<file path="src/sv/spfs_pkg.sv">
// ----------------------------------------------------------------------------
// spfs_pkg: shared definitions for the smallest prime factor sieve
// sizes, limits, controller states and the command/status bundles
// ----------------------------------------------------------------------------
package spfs_pkg;

  localparam int TABLE_SIZE  = 65536;
  localparam int PRIME_SLOTS = 8192;
  localparam int TAW         = $clog2(TABLE_SIZE);
  localparam int PAW         = $clog2(PRIME_SLOTS);

  // field widths of the request and response
  localparam int VAL_W = 16;
  localparam int CNT_W = 13;

  // largest limit a build can cover
  localparam logic [VAL_W-1:0] LIMIT_MAX = VAL_W'(TABLE_SIZE - 1);
  localparam logic [VAL_W-1:0] LIMIT_MIN = VAL_W'(2);

  // prime list capacity, also bounded by the count field
  localparam int PRIME_CAP_I = (PRIME_SLOTS < 8191) ? PRIME_SLOTS : 8191;
  localparam logic [CNT_W-1:0] PRIME_CAP = CNT_W'(PRIME_CAP_I);

  localparam logic FUNC_BUILD = 1'b0;
  localparam logic FUNC_QUERY = 1'b1;

  localparam logic STATUS_OK    = 1'b0;
  localparam logic STATUS_RANGE = 1'b1;

  typedef enum logic [3:0] {
    ST_CLEAR,
    ST_IDLE,
    ST_Q_RESP,
    ST_B_READ,
    ST_B_EVAL,
    ST_P_READ,
    ST_P_MUL,
    ST_P_MARK,
    ST_B_DONE
  } spfs_state_t;

  typedef struct packed {
    logic clr_wr;   // clear one mark entry, advance sweep
    logic q_rd;     // query accepted, start table read
    logic q_load;   // load query response
    logic b_init;   // build accepted, latch limit
    logic b_rd;     // read mark and factor at i
    logic b_eval;   // classify i, record prime
    logic p_rd;     // read prime list at j
    logic p_mul;    // form i*p
    logic p_mark;   // mark i*p, advance j
    logic i_inc;    // advance i
    logic b_done;   // load build response
  } spfs_cmd_t;

  typedef struct packed {
    logic clr_last;
    logic list_end;
    logic m_over;
    logic p_is_spf;
    logic i_last;
  } spfs_sts_t;

endpackage

</file>
<file path="src/sv/spfs_ctrl.sv">
// ----------------------------------------------------------------------------
// spfs_ctrl: sequencer of the sieve
// steps the clearing sweep, queries and the linear sieve build
// ----------------------------------------------------------------------------
module spfs_ctrl
  import spfs_pkg::*;
(
  input  logic      clk,
  input  logic      rst_n,
  input  logic      in_valid,
  input  logic      in_func,
  output logic      in_ready,
  input  logic      out_ready,
  output logic      out_valid,
  input  spfs_sts_t sts,
  output spfs_cmd_t cmd
);

  spfs_state_t state_r, state_nxt;
  logic        out_valid_r, out_valid_nxt;
  logic        in_acc;
  logic        leave_i;

  assign in_ready  = (state_r == ST_IDLE) && (!out_valid_r || out_ready);
  assign in_acc    = in_valid && in_ready;
  assign out_valid = out_valid_r;

  // inner loop over primes is over for this i
  always_comb begin
    leave_i = 1'b0;
    case (state_r)
      ST_P_READ: leave_i = sts.list_end;
      ST_P_MARK: leave_i = sts.m_over || sts.p_is_spf;
      default:   leave_i = 1'b0;
    endcase
  end

  // next state
  always_comb begin
    state_nxt = state_r;
    case (state_r)
      ST_CLEAR:  if (sts.clr_last) state_nxt = ST_IDLE;
      ST_IDLE: begin
        if (in_acc) state_nxt = (in_func == FUNC_QUERY) ? ST_Q_RESP : ST_B_READ;
      end
      ST_Q_RESP: state_nxt = ST_IDLE;
      ST_B_READ: state_nxt = ST_B_EVAL;
      ST_B_EVAL: state_nxt = ST_P_READ;
      ST_P_READ: begin
        if (leave_i) state_nxt = sts.i_last ? ST_B_DONE : ST_B_READ;
        else         state_nxt = ST_P_MUL;
      end
      ST_P_MUL:  state_nxt = ST_P_MARK;
      ST_P_MARK: begin
        if (leave_i) state_nxt = sts.i_last ? ST_B_DONE : ST_B_READ;
        else         state_nxt = ST_P_READ;
      end
      ST_B_DONE: state_nxt = ST_IDLE;
      default:   state_nxt = ST_IDLE;
    endcase
  end

  // commands
  always_comb begin
    cmd = '0;
    case (state_r)
      ST_CLEAR:  cmd.clr_wr = 1'b1;
      ST_IDLE: begin
        cmd.q_rd   = in_acc && (in_func == FUNC_QUERY);
        cmd.b_init = in_acc && (in_func == FUNC_BUILD);
      end
      ST_Q_RESP: cmd.q_load = 1'b1;
      ST_B_READ: cmd.b_rd   = 1'b1;
      ST_B_EVAL: cmd.b_eval = 1'b1;
      ST_P_READ: begin
        cmd.p_rd  = !leave_i;
        cmd.i_inc = leave_i && !sts.i_last;
      end
      ST_P_MUL:  cmd.p_mul  = 1'b1;
      ST_P_MARK: begin
        cmd.p_mark = 1'b1;
        cmd.i_inc  = leave_i && !sts.i_last;
      end
      ST_B_DONE: cmd.b_done = 1'b1;
      default:   cmd = '0;
    endcase
  end

  always_comb begin
    out_valid_nxt = out_valid_r;
    if (cmd.q_load || cmd.b_done) out_valid_nxt = 1'b1;
    else if (out_ready)           out_valid_nxt = 1'b0;
  end

  always_ff @(posedge clk) begin
    if (!rst_n) begin
      state_r     <= ST_CLEAR;
      out_valid_r <= 1'b0;
    end else begin
      state_r     <= state_nxt;
      out_valid_r <= out_valid_nxt;
    end
  end

endmodule

</file>
<file path="config.mk">
export PLATFORM = sky130hd
export DESIGN_NAME = spfs_ctrl
export DESIGN_NICKNAME = d
export VERILOG_FILES = /design/src/sv/spfs_pkg.sv /design/src/sv/spfs_ctrl.sv
export SDC_FILE = /design/constraint.sdc
export NUM_CORES = 1
export LEC_CHECK = 0
export ABC_AREA = 1
export CORE_MARGIN = 2
export CORE_UTILIZATION = 30
export DETAILED_ROUTE_END_ITERATION = 8
export DONT_BUFFER_PORTS = 1
export SYNTH_ARGS = -nofsm -noshare
export SYNTH_HDL_FRONTEND = slang
export SYNTH_SLANG_ARGS = --single-unit
</file>
<file path="constraint.sdc">
create_clock -name clk -period 1.1 [get_ports clk]
set_input_delay 0.055 -clock clk [delete_from_list [all_inputs] [get_ports clk]]
set_output_delay 0.055 -clock clk [all_outputs]
set_load 0.02 [all_outputs]
</file>
==> impl_summary.log <==
INFO  metric chip_width = 41.2 um
INFO  metric globalRouteTotalUtil = 21.4%
INFO  metric cts_made_buffers = 3
INFO  metric drt_wl_total = 1.57 mm
INFO  metric hold_violations = 0
INFO  metric detail-route-antenna-nets = 0
INFO  metric timing.critical_path.arrival = 1.24 ns
INFO  metric ir_drop = 862 uV
INFO  metric outcome = finished, violations left
INFO  metric grt.overflow.total = 0
INFO  metric clock_path_buffers = 2
INFO  metric worstSetupPathType = register to output port
INFO  metric filler_cell_count = 92
INFO  metric ctsHtreeMaxLevel = 1
INFO  metric power_frac_clock = 25.0%
INFO  metric clk_pin_slew = 0.04 ns
INFO  metric final-setup-viol-count = 16
INFO  metric critical_path_s_top_delay_family = simple AND/OR/NAND/NOR gates
INFO  metric placement_rows = 13
INFO  metric hpwl = 912 um
INFO  metric comb_power_share = 49.4%
INFO  metric wire_length_per_cell = 12.8 um
INFO  metric pin_count_of_the_biggest_net_entering_global_routing = 6
INFO  metric clock-root-buffer = clkbuf_4
INFO  metric async_reset_ff_share = 0%
INFO  metric share_seq_of_total_power = 25.6%
INFO  metric synth_ff_type = dfxtp_1
INFO  metric syn_area_per_cell = 5.85 um^2
INFO  metric grt_setup_unrepaired = true
INFO  metric areaGrowthSynthToFinish = 125%
INFO  metric post_synth_instance_area = 415 um^2
INFO  metric worst_path_max_delay_cell = dfxtp_2
INFO  metric netlist-cell-type-count = 17
INFO  metric stages_on_the_worst_setup_path = 6
INFO  metric placeableCoreArea = 0.00130 mm^2
INFO  metric stdcell_area = 935 um^2
INFO  metric ys_seq_elements = 5
INFO  metric placed_area = 634 um^2
INFO  metric violations = negative setup slack
INFO  metric timing.hold.worst.class = input port to register
INFO  metric critical_path.startpoint_type = register
INFO  metric period_needed = 1.29 ns
INFO  metric first_global_vias = 525
INFO  metric clock_tree_from_tritoncts = yes
INFO  metric seq_area = 113 um^2
INFO  metric timing.critical_path.to = cmd[1]
INFO  metric internal-power = 0.000529 W
INFO  metric grt_pass1_wl = 2.25 mm
INFO  metric die_area = 0.00170 mm^2
INFO  metric skew = 0.00205 ns
INFO  metric switching_part_of_the_total = 36.2%
INFO  metric critical_path.reg2reg.endpoint = state_r[1]$_SDFFE_PN0P_
INFO  metric synth.net_count = 81
INFO  metric post_synth_inst_count = 71
INFO  metric dieHeight = 41.2 um
INFO  metric cp-end-kind = output port
INFO  metric postLayoutSetupSlackWorst = -0.193 ns
INFO  metric floorplan.initialDensity = 31.9%
INFO  metric fmax = 773 MHz
INFO  metric power_leakage = 0.452 nW
INFO  metric maxSlewHeadroom = 84.9%
INFO  metric yosysSeqAreaShare = 24.1%
INFO  metric numPortBuffers = 0
INFO  metric synth_enable_flop_cells = 0
INFO  metric worst_pin_slew = 0.226 ns
INFO  metric area_of_combinational_cells_with_multiple_inputs = 392 um^2
INFO  metric drc = 0
INFO  metric total_switching_power = 0.000300 W
INFO  metric worst-path-buf-inv = 2
INFO  metric drt_iter0_markers = 16
INFO  metric dr.pass1.iters = 4
INFO  metric max-cap-violations = 0
INFO  metric yosys_warnings = 0
INFO  metric via_per_inst = 4.70
INFO  metric worst-r2r-setup-slack = -0.18 ns
INFO  metric startpoint = state_r[2]$_SDFFE_PN0P_
INFO  metric ant_cells = 0
INFO  metric post-route-period-util = 118%
INFO  metric worst_ep_required = 1.04 ns
INFO  metric largest_fanout_on_the_critical_path = 4
INFO  metric crit_path_cell_trace = inv_2 -> nor2_4 -> nand3_2 -> nand2_2 -> inv_2 -> nor2_4
INFO  metric timing.final.max_slew_violations = 0
INFO  metric setup_total_negative_slack = -2.31 ns
INFO  metric longest_individual_stage_delay_on_the_worst_path = 0.33 ns
INFO  metric finalNetCount = 119
INFO  metric crit-reg2reg-launch = state_r[2]$_SDFFE_PN0P_
INFO  metric finalWeightedCongestion = 0.878
INFO  metric number_of_ports_placed_on_the_die_boundary = 23
INFO  metric final_layout_size_suffix_gt1_share = 73.1%
INFO  metric num_vias = 578
INFO  metric power_density_over_the_cells = 887 mW/mm^2
INFO  metric ff2ff_path_depth = 10
INFO  metric grt_antenna_before_repair = 0
INFO  metric cts_num_sinks = 5
INFO  metric clkLatencyLatePin = 0.24 ns
[worst register-to-register path, stage by stage (launching register included)]
cell     delay, ns
dfxtp_2       0.33
inv_2         0.06
nor2_4        0.16
nand3_2       0.13
nand2_2       0.12
buf_6         0.11
nand2_4       0.05
nand2_2       0.05
nand2_1       0.04
nand2_1       0.07
nor2_1        0.04
[repair_timing]
action	in CTS	in global routing
resized for setup	39	9
buffers inserted	11	2
setup endpoints to repair	15	17
pin swaps	16	5
hold buffers	1	0
hold endpoints to repair	5	0
[synth_stat cells, types with 2 or more instances]
| cell | instances | area (um^2) |
|---|---|---|
| dfxtp_1 | 5 | 100 |
| inv_1 | 10 | 37.5 |
| inv_2 | 8 | 30.0 |
| nand2_1 | 11 | 41.3 |
| nand2_2 | 4 | 25.0 |
| nand3_1 | 3 | 15.0 |
| nand3_2 | 2 | 20.0 |
| nor2_1 | 15 | 56.3 |
| nor2_2 | 2 | 12.5 |
| nor2_4 | 2 | 22.5 |
| nor3_1 | 2 | 10.0 |
| o21ai_1 | 2 | 10.0 |
[placed cells by master, fill, tap and decap left out, drive strengths merged]
master	count
o31ai	1
nor3	3
clkbuf	4
buf	32
o21a	1
dfxtp	5
o21ai	3
nand3	5
nor2	19
nand2	15
a21oi	1
inv	18
dlygate4sd3	1
[registers in the layout, summed over array words and instances, names as in the netlist]
| name | cells |
|---|---|
| out_valid | 1 |
| state_r | 4 |
[power by group through the flow]
stage | Clock [W] | Combinational (W) | Sequential [W]
floorplan | 0 | 0.000169 | 0.000216
global placement | 0 | 0.000277 | 0.000211
detailed placement | 0 | 0.000277 | 0.000212
CTS | 0.000217 | 0.000380 | 0.000210
global route | 0.000225 | 0.000435 | 0.000214
finish | 0.000207 | 0.000410 | 0.000212
[worst min-delay path by stage]
stage	to	startpoint	cells past startpoint
5_1_grt	state_r[3]$_SDFFE_PN0P_	sts[0]	3
2_1_floorplan	cmd[7]	in_func	1
3_3_place_gp	cmd[7]	in_func	1
3_5_place_dp	cmd[7]	in_func	1
6_report	state_r[0]$_SDFFE_PN0P_	sts[0]	3
4_1_cts	state_r[0]$_SDFFE_PN0P_	sts[0]	3
[kinds of logic after synthesis]
family	synth area share (%)
and+or+nand+nor	51.2
DFF	24.1
AOI/OAI and AO/OA	8.43
buffers and inverters	16.3
[per-stage QoR]
stage / utilization, % / total power [W] / setup WS [ns] / cells / hold WS [ns]
after global routing: 71.8 / 0.000874 / -0.254 / 123 / 0.0354
final: 71.8 / 0.000829 / -0.193 / 123 / 0.0291
after global placement: 48.8 / 0.000487 / -0.0448 / 105 / 0.144
after detailed placement: 48.8 / 0.000489 / -0.0721 / 105 / 0.144
after floorplan: - / 0.000385 / -0.0345 / 71 / 0.142
after CTS: 68.3 / 0.000806 / -0.199 / 121 / 0.0227
[cell type report]
class	instances	share of cell area [%]
Timing Repair Buffer	33	33.2
Tap cell	15	2.01
Clock buffer	4	2.81
Multi-Input combinational cell	48	41.9
Inverter	18	8.03
Sequential cell	5	12.0
[metal layers]
layer | global-route usage [%] | up-vias | share of wire (%)
li1 | - | 289 | -
met3 | 3.26 | 0 | 2.7
met2 | 35.5 | 16 | 54
met1 | 25.8 | 273 | 43
met4 | 12.1 | 0 | 0
met5 | 0 | - | 0
Note: power is estimated with default switching activity, not from simulation.
